$ cat config.mk
export PLATFORM = sky130hd
export DESIGN_NAME = motor_feedback_decode_unwrap_core
export DESIGN_NICKNAME = d
export VERILOG_FILES = /design/src/hdl/mfdu_pkg.sv /design/src/hdl/mfdu_front.sv /design/src/hdl/mfdu_queue.sv /design/src/hdl/mfdu_back.sv /design/src/hdl/motor_feedback_decode_unwrap_core.sv
export SDC_FILE = /design/constraint.sdc
export NUM_CORES = 2
export LEC_CHECK = 0
export BUFFER_PORTS_ARGS = -buffer_cell sky130_fd_sc_hd__buf_4
export CORE_ASPECT_RATIO = 1.2
export CORE_UTILIZATION = 55
export CTS_BUF_LIST = sky130_fd_sc_hd__clkbuf_8 sky130_fd_sc_hd__clkbuf_16
export DETAILED_ROUTE_END_ITERATION = 16
export PLACE_DENSITY_LB_ADDON = 0.08
export SKIP_LAST_GASP = 1
export SLEW_MARGIN = 20
export SYNTH_ARGS = -nofsm -noshare
export SYNTH_HDL_FRONTEND = slang
export SYNTH_SLANG_ARGS = --single-unit
export TNS_END_PERCENT = 5
$ cat constraint.sdc
create_clock -name clk -period 28.5 [get_ports clk]
set_input_delay 2.85 -clock clk [delete_from_list [all_inputs] [get_ports clk]]
set_output_delay 2.85 -clock clk [all_outputs]
set_load 0.05 [all_outputs]
$ cat src/hdl/mfdu_pkg.sv
`default_nettype none
// ----------------------------------------------------------------------------
// Motor feedback decode package
// Shared types, register codes and fixed constants of the motor feedback
// decoder with multi-turn unwrap.
// ----------------------------------------------------------------------------
package mfdu_pkg;

  localparam int unsigned COUNTS_PER_TURN = 8192;
  localparam int unsigned ANGLE_FRAC_BITS = 16;
  localparam int unsigned RECIP_SHIFT     = 16;

  localparam int unsigned ID_W    = 11;
  localparam int unsigned POS_W   = 13;
  localparam int unsigned WORD_W  = 16;
  localparam int unsigned BYTE_W  = 8;
  localparam int unsigned SUM_W   = 32;
  localparam int unsigned ANGLE_W = 40;
  localparam int unsigned KIND_W  = 2;

  localparam int unsigned CFG_IDX_W  = 2;
  localparam int unsigned CFG_DATA_W = 11;

  localparam logic [CFG_IDX_W-1:0] CFG_MOTOR_ID   = 2'd0;
  localparam logic [CFG_IDX_W-1:0] CFG_BUS_SELECT = 2'd1;
  localparam logic [CFG_IDX_W-1:0] CFG_GEAR_KIND  = 2'd2;

  localparam logic [ID_W-1:0]   MOTOR_ID_RESET   = 11'd517;
  localparam logic              BUS_SELECT_RESET = 1'b0;

  localparam logic [KIND_W-1:0] GEAR_DIRECT = 2'd0;
  localparam logic [KIND_W-1:0] GEAR_36     = 2'd1;
  localparam logic [KIND_W-1:0] GEAR_B      = 2'd2;
  localparam logic [KIND_W-1:0] GEAR_UNUSED = 2'd3;

  localparam logic [63:0] ANGLE_MIN_MAG = 64'd549755813888;
  localparam logic [63:0] ANGLE_MAX_MAG = 64'd549755813887;

  localparam int unsigned QUEUE_DEPTH = 2;
  localparam int unsigned QPTR_W      = 1;
  localparam int unsigned QCNT_W      = 2;

  typedef struct packed {
    logic              bus_index;
    logic [ID_W-1:0]   frame_id;
    logic [BYTE_W-1:0] byte0;
    logic [BYTE_W-1:0] byte1;
    logic [BYTE_W-1:0] byte2;
    logic [BYTE_W-1:0] byte3;
    logic [BYTE_W-1:0] byte4;
    logic [BYTE_W-1:0] byte5;
    logic [BYTE_W-1:0] byte6;
  } mfdu_frame_t;

  typedef struct packed {
    logic [POS_W-1:0]          position;
    logic signed [WORD_W-1:0]  speed;
    logic signed [WORD_W-1:0]  drive_current;
    logic [BYTE_W-1:0]         temp_reading;
    logic signed [SUM_W-1:0]   turn_total;
    logic signed [ANGLE_W-1:0] angle_fixed;
  } mfdu_result_t;

  typedef struct packed {
    logic [KIND_W-1:0]        kind;
    logic [POS_W-1:0]         position;
    logic signed [WORD_W-1:0] speed;
    logic signed [WORD_W-1:0] drive_current;
    logic [BYTE_W-1:0]        temp_reading;
  } mfdu_item_t;

  typedef struct packed {
    logic full;
    logic empty;
  } mfdu_qstat_t;

endpackage
`default_nettype wire

$ cat src/hdl/mfdu_front.sv
`default_nettype none
// ----------------------------------------------------------------------------
// Motor feedback decode front end
// Filters received frames on bus and identifier and unpacks a matching
// frame into an item for the queue.
// ----------------------------------------------------------------------------
module mfdu_front
  import mfdu_pkg::*;
(
  input  wire mfdu_frame_t       frame,
  input  wire                    frame_valid,
  output logic                   frame_stall,
  input  wire [ID_W-1:0]         motor_id,
  input  wire                    bus_select,
  input  wire [KIND_W-1:0]       gear_kind,
  input  wire mfdu_qstat_t       qstat,
  output logic                   push,
  output mfdu_item_t             item
);

  logic match;
  logic [WORD_W-1:0] enc;

  assign frame_stall = qstat.full;
  assign match = (frame.bus_index == bus_select) && (frame.frame_id == motor_id);
  assign push  = frame_valid && !qstat.full && match;

  assign enc = {frame.byte0, frame.byte1};

  always_comb begin
    item.kind          = gear_kind;
    item.position      = enc[POS_W-1:0];
    item.speed         = $signed({frame.byte2, frame.byte3});
    item.drive_current = $signed({frame.byte4, frame.byte5});
    item.temp_reading  = frame.byte6;
  end

endmodule
`default_nettype wire

$ cat src/hdl/mfdu_queue.sv
`default_nettype none
// ----------------------------------------------------------------------------
// Motor feedback decode item queue
// Short register queue that lets the front end and the back end stall
// independently of each other.
// ----------------------------------------------------------------------------
module mfdu_queue
  import mfdu_pkg::*;
(
  input  wire              clk,
  input  wire              rst,
  input  wire              push,
  input  wire mfdu_item_t  push_item,
  input  wire              pop,
  output mfdu_item_t       head,
  output mfdu_qstat_t      qstat
);

  mfdu_item_t        entries [QUEUE_DEPTH];
  logic [QPTR_W-1:0] wr_ptr;
  logic [QPTR_W-1:0] rd_ptr;
  logic [QCNT_W-1:0] count;
  logic [QCNT_W-1:0] count_next;
  logic              do_push;
  logic              do_pop;

  assign qstat.full  = (count == QCNT_W'(QUEUE_DEPTH));
  assign qstat.empty = (count == '0);
  assign do_push = push && !qstat.full;
  assign do_pop  = pop && !qstat.empty;
  assign head = entries[rd_ptr];

  always_comb begin
    count_next = count;
    if (do_push && !do_pop) begin
      count_next = count + 1'b1;
    end else if (do_pop && !do_push) begin
      count_next = count - 1'b1;
    end
  end

  always_ff @(posedge clk) begin
    if (rst) begin
      wr_ptr <= '0;
      rd_ptr <= '0;
      count  <= '0;
    end else begin
      if (do_push) begin
        wr_ptr <= wr_ptr + 1'b1;
      end
      if (do_pop) begin
        rd_ptr <= rd_ptr + 1'b1;
      end
      count <= count_next;
    end
  end

  always_ff @(posedge clk) begin
    if (do_push) begin
      entries[wr_ptr] <= push_item;
    end
  end

endmodule
`default_nettype wire

$ cat src/hdl/mfdu_back.sv
`default_nettype none
// ----------------------------------------------------------------------------
// Motor feedback decode back end
// Unwraps geared encoder steps into the saturating turn accumulator, scales
// it or the direct position to a fixed-point angle over a four-stage pipeline.
// ----------------------------------------------------------------------------
module mfdu_back
  import mfdu_pkg::*;
#(
  parameter int unsigned ANGLE_FRAC_BITS = mfdu_pkg::ANGLE_FRAC_BITS
)
(
  input  wire              clk,
  input  wire              rst,
  input  wire              item_valid,
  input  wire mfdu_item_t  item,
  output logic             pop,
  output logic             result_valid,
  input  wire              result_stall,
  output mfdu_result_t     result
);

  localparam int unsigned M_W    = ANGLE_FRAC_BITS + 12;
  localparam int unsigned P_W    = SUM_W + M_W;
  localparam int unsigned RND_W  = P_W - RECIP_SHIFT + 1;
  localparam int unsigned STEP_W = POS_W + 2;

  localparam logic [63:0] M_DIRECT_64 =
    (((64'd360 << (ANGLE_FRAC_BITS + RECIP_SHIFT)) * 64'd2) / 64'(COUNTS_PER_TURN)
     + 64'd1) / 64'd2;
  localparam logic [63:0] M_GEAR36_64 =
    (((64'd10 << (ANGLE_FRAC_BITS + RECIP_SHIFT)) * 64'd2) / 64'(COUNTS_PER_TURN)
     + 64'd1) / 64'd2;
  localparam logic [63:0] M_GEARB_64 =
    (((64'd67320 << (ANGLE_FRAC_BITS + RECIP_SHIFT)) * 64'd2)
     / (64'(COUNTS_PER_TURN) * 64'd3591) + 64'd1) / 64'd2;

  localparam logic [M_W-1:0] M_DIRECT = M_W'(M_DIRECT_64);
  localparam logic [M_W-1:0] M_GEAR36 = M_W'(M_GEAR36_64);
  localparam logic [M_W-1:0] M_GEARB  = M_W'(M_GEARB_64);

  localparam logic signed [STEP_W-1:0] TURN = STEP_W'(COUNTS_PER_TURN);
  localparam logic signed [STEP_W-1:0] HALF = STEP_W'(COUNTS_PER_TURN / 2);
  localparam logic [P_W:0] ROUND_HALF = (P_W + 1)'(64'd1 << (RECIP_SHIFT - 1));

  // Unwrap state.
  logic [POS_W-1:0]        prev_position;
  logic signed [SUM_W-1:0] count_sum;
  logic [POS_W-1:0]        prev_position_next;
  logic signed [SUM_W-1:0] count_sum_next;

  // Stage valids and pipeline flow.
  logic a_v, b_v, c_v;
  logic a_ready, b_ready, c_ready, d_ready;

  // Stage A: item, value to scale and accumulator after the item.
  mfdu_item_t              a_item;
  logic signed [SUM_W-1:0] a_val;
  logic signed [SUM_W-1:0] a_turn;
  // Stage B: magnitude and scale factor.
  mfdu_item_t              b_item;
  logic signed [SUM_W-1:0] b_turn;
  logic                    b_neg;
  logic [SUM_W-1:0]        b_mag;
  logic [M_W-1:0]          b_m;
  // Stage C: product.
  mfdu_item_t              c_item;
  logic signed [SUM_W-1:0] c_turn;
  logic                    c_neg;
  logic [P_W-1:0]          c_prod;

  logic signed [STEP_W-1:0] diff;
  logic signed [STEP_W-1:0] step;
  logic signed [SUM_W:0]    sum_wide;
  logic signed [SUM_W-1:0]  sum_sat;
  logic                     geared;
  logic signed [SUM_W-1:0]  a_val_next;

  logic                     b_neg_next;
  logic [SUM_W-1:0]         b_mag_next;
  logic [M_W-1:0]           b_m_next;

  logic [P_W:0]             rsum;
  logic [RND_W-1:0]         rnd;
  logic [ANGLE_W-1:0]       rnd_trunc;
  logic signed [ANGLE_W-1:0] angle_next;

  assign d_ready = !result_valid || !result_stall;
  assign c_ready = !c_v || d_ready;
  assign b_ready = !b_v || c_ready;
  assign a_ready = !a_v || b_ready;
  assign pop     = item_valid && a_ready;

  always_comb begin
    diff = $signed({2'b00, item.position}) - $signed({2'b00, prev_position});
    if (diff > HALF) begin
      step = diff - TURN;
    end else if (diff < -HALF) begin
      step = diff + TURN;
    end else begin
      step = diff;
    end
    sum_wide = {count_sum[SUM_W-1], count_sum}
             + {{(SUM_W + 1 - STEP_W){step[STEP_W-1]}}, step};
    if (sum_wide[SUM_W] != sum_wide[SUM_W-1]) begin
      sum_sat = sum_wide[SUM_W] ? {1'b1, {(SUM_W-1){1'b0}}} : {1'b0, {(SUM_W-1){1'b1}}};
    end else begin
      sum_sat = sum_wide[SUM_W-1:0];
    end
    geared = (item.kind == GEAR_36) || (item.kind == GEAR_B);
    count_sum_next     = geared ? sum_sat : count_sum;
    prev_position_next = geared ? item.position : prev_position;
    if (item.kind == GEAR_DIRECT) begin
      a_val_next = $signed(SUM_W'(item.position));
    end else begin
      a_val_next = count_sum_next;
    end
  end

  always_comb begin
    b_neg_next = a_val[SUM_W-1];
    b_mag_next = b_neg_next ? SUM_W'(-a_val) : SUM_W'(a_val);
    unique case (a_item.kind)
      GEAR_DIRECT: b_m_next = M_DIRECT;
      GEAR_36:     b_m_next = M_GEAR36;
      GEAR_B:      b_m_next = M_GEARB;
      GEAR_UNUSED: b_m_next = '0;
      default:     b_m_next = '0;
    endcase
  end

  always_comb begin
    rsum      = {1'b0, c_prod} + ROUND_HALF;
    rnd       = rsum[P_W:RECIP_SHIFT];
    rnd_trunc = ANGLE_W'(64'(rnd));
    if (c_neg) begin
      if (64'(rnd) >= ANGLE_MIN_MAG) begin
        angle_next = $signed(ANGLE_W'(ANGLE_MIN_MAG));
      end else begin
        angle_next = $signed(ANGLE_W'(-rnd_trunc));
      end
    end else begin
      if (64'(rnd) > ANGLE_MAX_MAG) begin
        angle_next = $signed(ANGLE_W'(ANGLE_MAX_MAG));
      end else begin
        angle_next = $signed(rnd_trunc);
      end
    end
  end

  always_ff @(posedge clk) begin
    if (rst) begin
      prev_position <= '0;
      count_sum     <= '0;
      a_v           <= 1'b0;
      b_v           <= 1'b0;
      c_v           <= 1'b0;
      result_valid  <= 1'b0;
    end else begin
      if (pop) begin
        prev_position <= prev_position_next;
        count_sum     <= count_sum_next;
      end
      if (a_ready) begin
        a_v <= item_valid;
      end
      if (b_ready) begin
        b_v <= a_v;
      end
      if (c_ready) begin
        c_v <= b_v;
      end
      if (d_ready) begin
        result_valid <= c_v;
      end
    end
  end

  always_ff @(posedge clk) begin
    if (pop) begin
      a_item <= item;
      a_val  <= a_val_next;
      a_turn <= count_sum_next;
    end
    if (b_ready && a_v) begin
      b_item <= a_item;
      b_turn <= a_turn;
      b_neg  <= b_neg_next;
      b_mag  <= b_mag_next;
      b_m    <= b_m_next;
    end
    if (c_ready && b_v) begin
      c_item <= b_item;
      c_turn <= b_turn;
      c_neg  <= b_neg;
      c_prod <= P_W'(b_mag) * P_W'(b_m);
    end
    if (d_ready && c_v) begin
      result.position      <= c_item.position;
      result.speed         <= c_item.speed;
      result.drive_current <= c_item.drive_current;
      result.temp_reading  <= c_item.temp_reading;
      result.turn_total    <= c_turn;
      result.angle_fixed   <= angle_next;
    end
  end

endmodule
`default_nettype wire

$ cat src/hdl/motor_feedback_decode_unwrap_core.sv
`default_nettype none
// ----------------------------------------------------------------------------
// Motor feedback decode and multi-turn unwrap
// Decodes the feedback frames of one motor slot into position, speed,
// current, temperature, an accumulated turn count and an angle in degrees.
//
//   Port group     Direction  Handshake          Payload
//   frame          in         valid / stall      mfdu_frame_t
//   result         out        valid / stall      mfdu_result_t
//   cfg            in         valid / ready      index and data
//
// One frame is taken in every cycle while the queue is not full; a result
// passes the queue register, back-end stages A, B and C and the result
// register. Reset is synchronous and resets the configuration, the queue and
// the pipeline. A stalled result holds the back end; the queue keeps the
// front end taking frames until full, and unmatched frames are dropped.
// ----------------------------------------------------------------------------
module motor_feedback_decode_unwrap_core
  import mfdu_pkg::*;
#(
  parameter int unsigned ANGLE_FRAC_BITS = mfdu_pkg::ANGLE_FRAC_BITS
)
(
  input  wire                   clk,
  input  wire                   rst,
  input  wire                   frame_valid,
  output logic                  frame_stall,
  input  wire mfdu_frame_t      frame,
  output logic                  result_valid,
  input  wire                   result_stall,
  output mfdu_result_t          result,
  input  wire                   cfg_valid,
  output logic                  cfg_ready,
  input  wire [CFG_IDX_W-1:0]   cfg_index,
  input  wire [CFG_DATA_W-1:0]  cfg_data
);

  logic [ID_W-1:0]   motor_id;
  logic              bus_select;
  logic [KIND_W-1:0] gear_kind;

  logic        push;
  logic        pop;
  mfdu_item_t  push_item;
  mfdu_item_t  head;
  mfdu_qstat_t qstat;

  assign cfg_ready = 1'b1;

  always_ff @(posedge clk) begin
    if (rst) begin
      motor_id   <= MOTOR_ID_RESET;
      bus_select <= BUS_SELECT_RESET;
      gear_kind  <= GEAR_DIRECT;
    end else if (cfg_valid && cfg_ready) begin
      unique case (cfg_index)
        CFG_MOTOR_ID:   motor_id   <= cfg_data[ID_W-1:0];
        CFG_BUS_SELECT: bus_select <= cfg_data[0];
        CFG_GEAR_KIND:  gear_kind  <= cfg_data[KIND_W-1:0];
        default: begin
        end
      endcase
    end
  end

  mfdu_front u_front (
    .frame       (frame),
    .frame_valid (frame_valid),
    .frame_stall (frame_stall),
    .motor_id    (motor_id),
    .bus_select  (bus_select),
    .gear_kind   (gear_kind),
    .qstat       (qstat),
    .push        (push),
    .item        (push_item)
  );

  mfdu_queue u_queue (
    .clk       (clk),
    .rst       (rst),
    .push      (push),
    .push_item (push_item),
    .pop       (pop),
    .head      (head),
    .qstat     (qstat)
  );

  mfdu_back #(
    .ANGLE_FRAC_BITS (ANGLE_FRAC_BITS)
  ) u_back (
    .clk          (clk),
    .rst          (rst),
    .item_valid   (!qstat.empty),
    .item         (head),
    .pop          (pop),
    .result_valid (result_valid),
    .result_stall (result_stall),
    .result       (result)
  );

  a_reset_clears_result: assert property (@(posedge clk) rst |=> !result_valid)
    else $error("Result valid after reset.");

  a_push_only_on_match: assert property (@(posedge clk) disable iff (rst)
    push |-> (frame.bus_index == bus_select) && (frame.frame_id == motor_id)
             && frame_valid)
    else $error("Queue push for a frame that does not match.");

  a_no_push_when_full: assert property (@(posedge clk) disable iff (rst)
    qstat.full |-> !push)
    else $error("Queue push while full.");

endmodule
`default_nettype wire
* Word level (Yosys, flattened, before mapping)
Memory sizes are Yosys's and may differ from the RTL's. A register that Yosys moved wholly into a read port is not among the register bits. Index checks and enable logic that the tools add are counted.
Operators by class: add/subtract/negate cells 11, $mul 1, magnitude comparators 4, eq/ne operators 11, multiplexer cells 17, reductions and logical operators 34
Operator list (count):
- 40-bit 2-to-1 mux | 3
- 28-bit one-hot mux with 4 select lines | 1
- 32-bit 2-to-1 mux | 3
- 60-bit by 16-bit adder with 61-bit output (second input constant) | 1
- 32-bit by 28-bit multiplier with 60-bit output | 1
- 45-bit by 40-bit >= comparator with 1-bit output (second input constant) | 1
- 45-bit by 39-bit > comparator with 1-bit output (second input constant) | 1
- 40-bit negation | 1
- 32-bit by 15-bit adder with 33-bit output | 1
- 32-bit negation | 1
- 31-bit 2-to-1 mux | 1
- 15-bit 2-to-1 mux | 2
- 15-bit adder (second input constant) | 1
- 15-bit by 14-bit > comparator with 1-bit output (second input constant) | 1
- 15-bit by 13-bit < comparator with 1-bit output (second input constant) | 1
- 15-bit subtractor (second input constant) | 1
- 13-bit by 13-bit subtractor with 14-bit output | 1
- 13-bit 2-to-1 mux | 1
- 11-bit equality test | 1
- 1-bit logical AND | 11
- 2-bit equality test (second input constant) | 5
- 1-bit zero test | 9
- 2-bit zero test | 4
- 2-bit AND reduction | 4
- other kinds (10) | 21
Word-level totals: flip-flop bits (word level) 603, RAM bits 110, input bits 86, output and inout port bits 128, memories 1
Memories:
- u_queue.entries | depth 2, width 55, read ports 1, clocked after memory_dff 1, write ports 1, RTL line mfdu_queue.sv:19 | mfdu_item_t entries [QUEUE_DEPTH];

* Longest topological paths before layout
depth after elaboration 10, depth in mapped cells 29, depth with buffers taken out 26

* Modules after synthesis
Synthesis repeated with hierarchy kept, for this count alone.
Second synthesis, totals: cells, all modules 4080, area, all modules 47416.7 µm²
Modules (own cells, without submodules):
- mfdu_back | instances 1, cells each 3748, area an instance 42031.6 µm², sequential area each 15905.3 µm²
- mfdu_queue | instances 1, cells each 196, area an instance 4182.8 µm², sequential area each 3403.3 µm²
- motor_feedback_decode_unwrap_core | instances 1, cells each 63, area an instance 639.4 µm², sequential area each 280.3 µm²
- mfdu_front | instances 1, cells each 73, area an instance 563.0 µm², sequential area each 0.0 µm²

* Worst setup path after synthesis
OpenSTA, ideal clock, no wires.
kind input-to-reg, from input result_stall, to register u_back.b_item[0] in the netlist's numbering, enable pin, arrival time 11.985 ns, data required time 27.711 ns, slack 15.725 ns, cell stages on the path 3, buffers on the path 1, cells stage by stage and3_1 clkbuf_1 a21boi_0
On the way: word-level cells in the longest chain between the ends 5
RTL lines:
- start: declaration | RTL line motor_feedback_decode_unwrap_core.sv:30 | input wire result_stall,
- 1-bit zero test | RTL line mfdu_back.sv:88 | assign d_ready = !result_valid || !result_stall;
- 1-bit logical OR | RTL line mfdu_back.sv:88
- 1-bit logical OR | RTL line mfdu_back.sv:89 | assign c_ready = !c_v || d_ready;
- 1-bit logical OR | RTL line mfdu_back.sv:90 | assign b_ready = !b_v || c_ready;
- 1-bit logical AND | RTL line mfdu_back.sv:185 | if (b_ready && a_v) begin
- end signal: assignment | RTL line mfdu_back.sv:186 | b_item <= a_item;
- end: declaration | RTL line mfdu_back.sv:61 | mfdu_item_t b_item;
Every way passes these cells. A chain may end at the register's enable or synchronous reset.

==> flow_metrics.tcl <==
set metrics [dict create \
    outcome "complete, no violations" \
    nets 5075 \
    rows 116 \
    top_level_ports 214 \
    min_from "u_back.b_turn[4]" \
    grt_pass1_wl_mm 166 \
    synthesis.nets 4896 \
    routed-via-count 29600 \
    core_area_um2 83900 \
    clk_latency_ps 630 \
    die_area_um2 86400 \
    cts-root-buf "clkbuf_16" \
    critical_path_class "reg2reg" \
    overflow 0 \
    ys_warn_count 0 \
    hold_depth 0 \
    htree_levels 3 \
    fin_crit_ps 9400 \
    r2r_slack_ps 19100 \
    maxCapViolations 0 \
    die_h_um 322 \
    tightest_slew_ps 1060 \
    num_antenna_cells 0 \
    initial_utilization_pct 55.8 \
    fin_setup_tns_ps 0 \
    drt_iter0_drc 1878 \
    synth_ff_type "edfxtp_1" \
    cts_buffer_depth 3 \
    routedWlPerCell_um 19.9 \
    layout-drive-gt1-share_pct 10.5 \
    yosys.area.top_type_share_pct 38.9 \
    nFillCells 6953 \
    synth_top_cell_by_area "edfxtp_1" \
    area_growth_pct 10.9 \
    via_per_inst 5.50 \
    clk_pin_slew_worst_paths_ps 60 \
    synth_top_cells_by_area "edfxtp_1 39%, fa_1 18%, ha_1 9.7%, inv_1 5.6%, dfxtp_1 2.9%" \
    slew_viol_final 0 \
    cp_max_fo 55 \
    rsz0062_at_grt "no" \
    grt_pass1_vias 30200 \
    grt_use_total_pct 25.3 \
    hold_viol 0 \
    syn_area_um2 46800 \
    cts_tree "yes" \
    worst_clock_skew_ps 39.7 \
    relSlewSlack_pct 27.3 \
    dp_hpwl_mm 83.0 \
    worstRegToRegCells 23 \
    finalWirelength_mm 107 \
    gp_congestion 0.948 \
    cts_hold_buf 0 \
    fin_crit_sh_pct 33.0 \
    dr.pass1.iters 5 \
    yosysSeqAreaShare_pct 41.8 \
    end_kind "register" \
    ant_nets 0 \
    die_x_um 268 \
    utilization_pct 61.9 \
    antenna_found_initial 0 \
    seq_area_um2 19600 \
    hold_slack_ps 404 \
    hold-path-endpoint "u_back.c_turn[4]" \
    synth_cell_types 91 \
    async_flop_share_pct 0 \
    synth_edf_count 607 \
    syn-instance-count 4030 \
    timing.fmax_mhz 106 \
    final_cells 5385 \
    cp.arrival_ps 9900 \
    start_kind "register" \
    syn_avg_cell_area_um2 11.6 \
    dp_cells 5259 \
    setup_viol_count_final 0 \
    worstReg2RegEnd "u_back.count_sum[22]" \
    post_cts_resized 0 \
    cts_buffers 68 \
    worstPathRequired_ps 29000 \
    multi_input_area_um2 24100 \
    port_buffers 209 \
    ys_ff_latch 675 \
    drc 0 \
    hp-class "reg2reg" \
    clock-sinks 675 \
    post_cts.repair.setup_buffers 0 \
    grt_max_degree 122 \
]
how the worst max path moves through the flow:
stage	start	slack [ps]	depth (start not counted)	end
after floorplan	result_stall	15730	3	u_back.b_item[0]
after CTS	register	19180	23	u_back.count_sum[22]
after global placement	register	19240	24	u_back.a_val[18]
after detailed placement	register	19250	23	u_back.count_sum[17]
final	register	19100	23	u_back.count_sum[22]
after global routing	register	18410	23	u_back.count_sum[21]
state kept, by name (all words and copies together) (netlist names), 2 cells and up, named ones only:
register	count
u_back.b_turn	32
gear_kind	2
u_back.prev_position	13
u_back.b_m	4
u_back.result	125
u_queue.entries	110
u_back.c_item	53
u_back.b_item	53
u_queue.count	2
u_back.b_mag	32
motor_id	11
u_back.c_turn	32
u_back.count_sum	32
u_back.a_turn	32
u_back.a_item	55
u_back.a_val	32
u_back.c_prod	45
synth_stat cells, types with 25 or more instances:
master	count
and3_1	65
nand3_1	51
dfxtp_1	68
and2_1	121
nand4_1	33
o21ai_0	109
ha_1	362
edfxtp_1	607
nor2_1	168
o21bai_1	25
inv_1	701
clkbuf_1	112
a21oi_1	151
fa_1	418
mux2i_1	25
nor3_1	29
mux2_2	48
xnor2_1	142
a211oi_1	54
nand2_1	231
a21o_1	74
xor2_1	103
cells by family (layout without fill, tap and decap cells):
kind of cell             after synthesis  in the layout  share of synthesized area [%]
buffers and inverters                838           1072                           6.79
AND/OR/NAND/NOR                      809            809                           8.79
adder cells (fa/ha/maj)              781            781                           27.6
flip-flops                           675            675                           41.8
AO/OA/AOI/OAI                        608            608                           8.78
XOR/XNOR                             245            245                           4.58
multiplexers                          73             73                           1.69
other                                  1              1                        0.00800
area by class of cell:
| type | instances | area share [%] |
|---|---|---|
| Multi-Input combinational cell | 2517 | 46.5 |
| Clock buffer | 71 | 3.40 |
| Sequential cell | 675 | 37.7 |
| Timing Repair Buffer | 242 | 3.56 |
| Inverter | 705 | 5.09 |
| Clock inverter | 54 | 1.09 |
| Tap cell | 1121 | 2.70 |
per-stage QoR:
step | setup slack, ps | instance area (µm²)
6_report | 19100 | 52000
5_1_grt | 18410 | 52000
4_1_cts | 19180 | 51900
3_5_place_dp | 19250 | 49600
3_3_place_gp | 19240 | 49600
2_1_floorplan | 15730 | 46800
layout by cell type (no fill, tap or decap), drive strengths merged, types with 10 or more instances in the layout:
master,instances
inv,727
edfxtp,607
fa,418
ha,362
buf,242
nand2,231
nor2,168
a21oi,151
xnor2,142
and2,123
o21ai,110
xor2,103
a21o,74
clkbuf,71
dfxtp,68
and3,65
a211oi,54
nand3,52
mux2,48
nand4,35
nor3,30
mux2i,25
o21bai,25
o31ai,22
clkinv,21
or3,20
a31oi,20
nor4,19
o21a,15
a221oi,14
nor2b,13
a22oi,12
or2,11
o211ai,11
and4,10
o22ai,10
a31o,10
metal layers:
layer	GRT usage, %	vias to the layer above	share of wire [%]
li1	-	14000	-
met1	30.6	14800	39
met2	45.4	667	52
met3	3.85	179	4.9
met4	9.29	0	3.5
met5	0	-	0
critical path, stage by stage, from the launching register on:
cell	delay [ps]
dfxtp_2	310
buf_4	650
mux2i_1	530
ha_1	220
inv_1	60
fa_1	390
a21o_1	190
a21oi_1	230
o21bai_1	100
a21oi_1	290
o21ai_0	210
a311oi_1	500
a21oi_1	140
xor2_1	320
o41a_1	870
ha_1	440
nand4_1	160
nor3_1	110
o41a_1	520
o311ai_1	560
a21boi_1	380
o21ai_1	940
nand2_1	790
o21ai_0	350
Power is not shown: default switching activity piles up to over one toggle a cycle in this logic, so the estimate is an artifact.
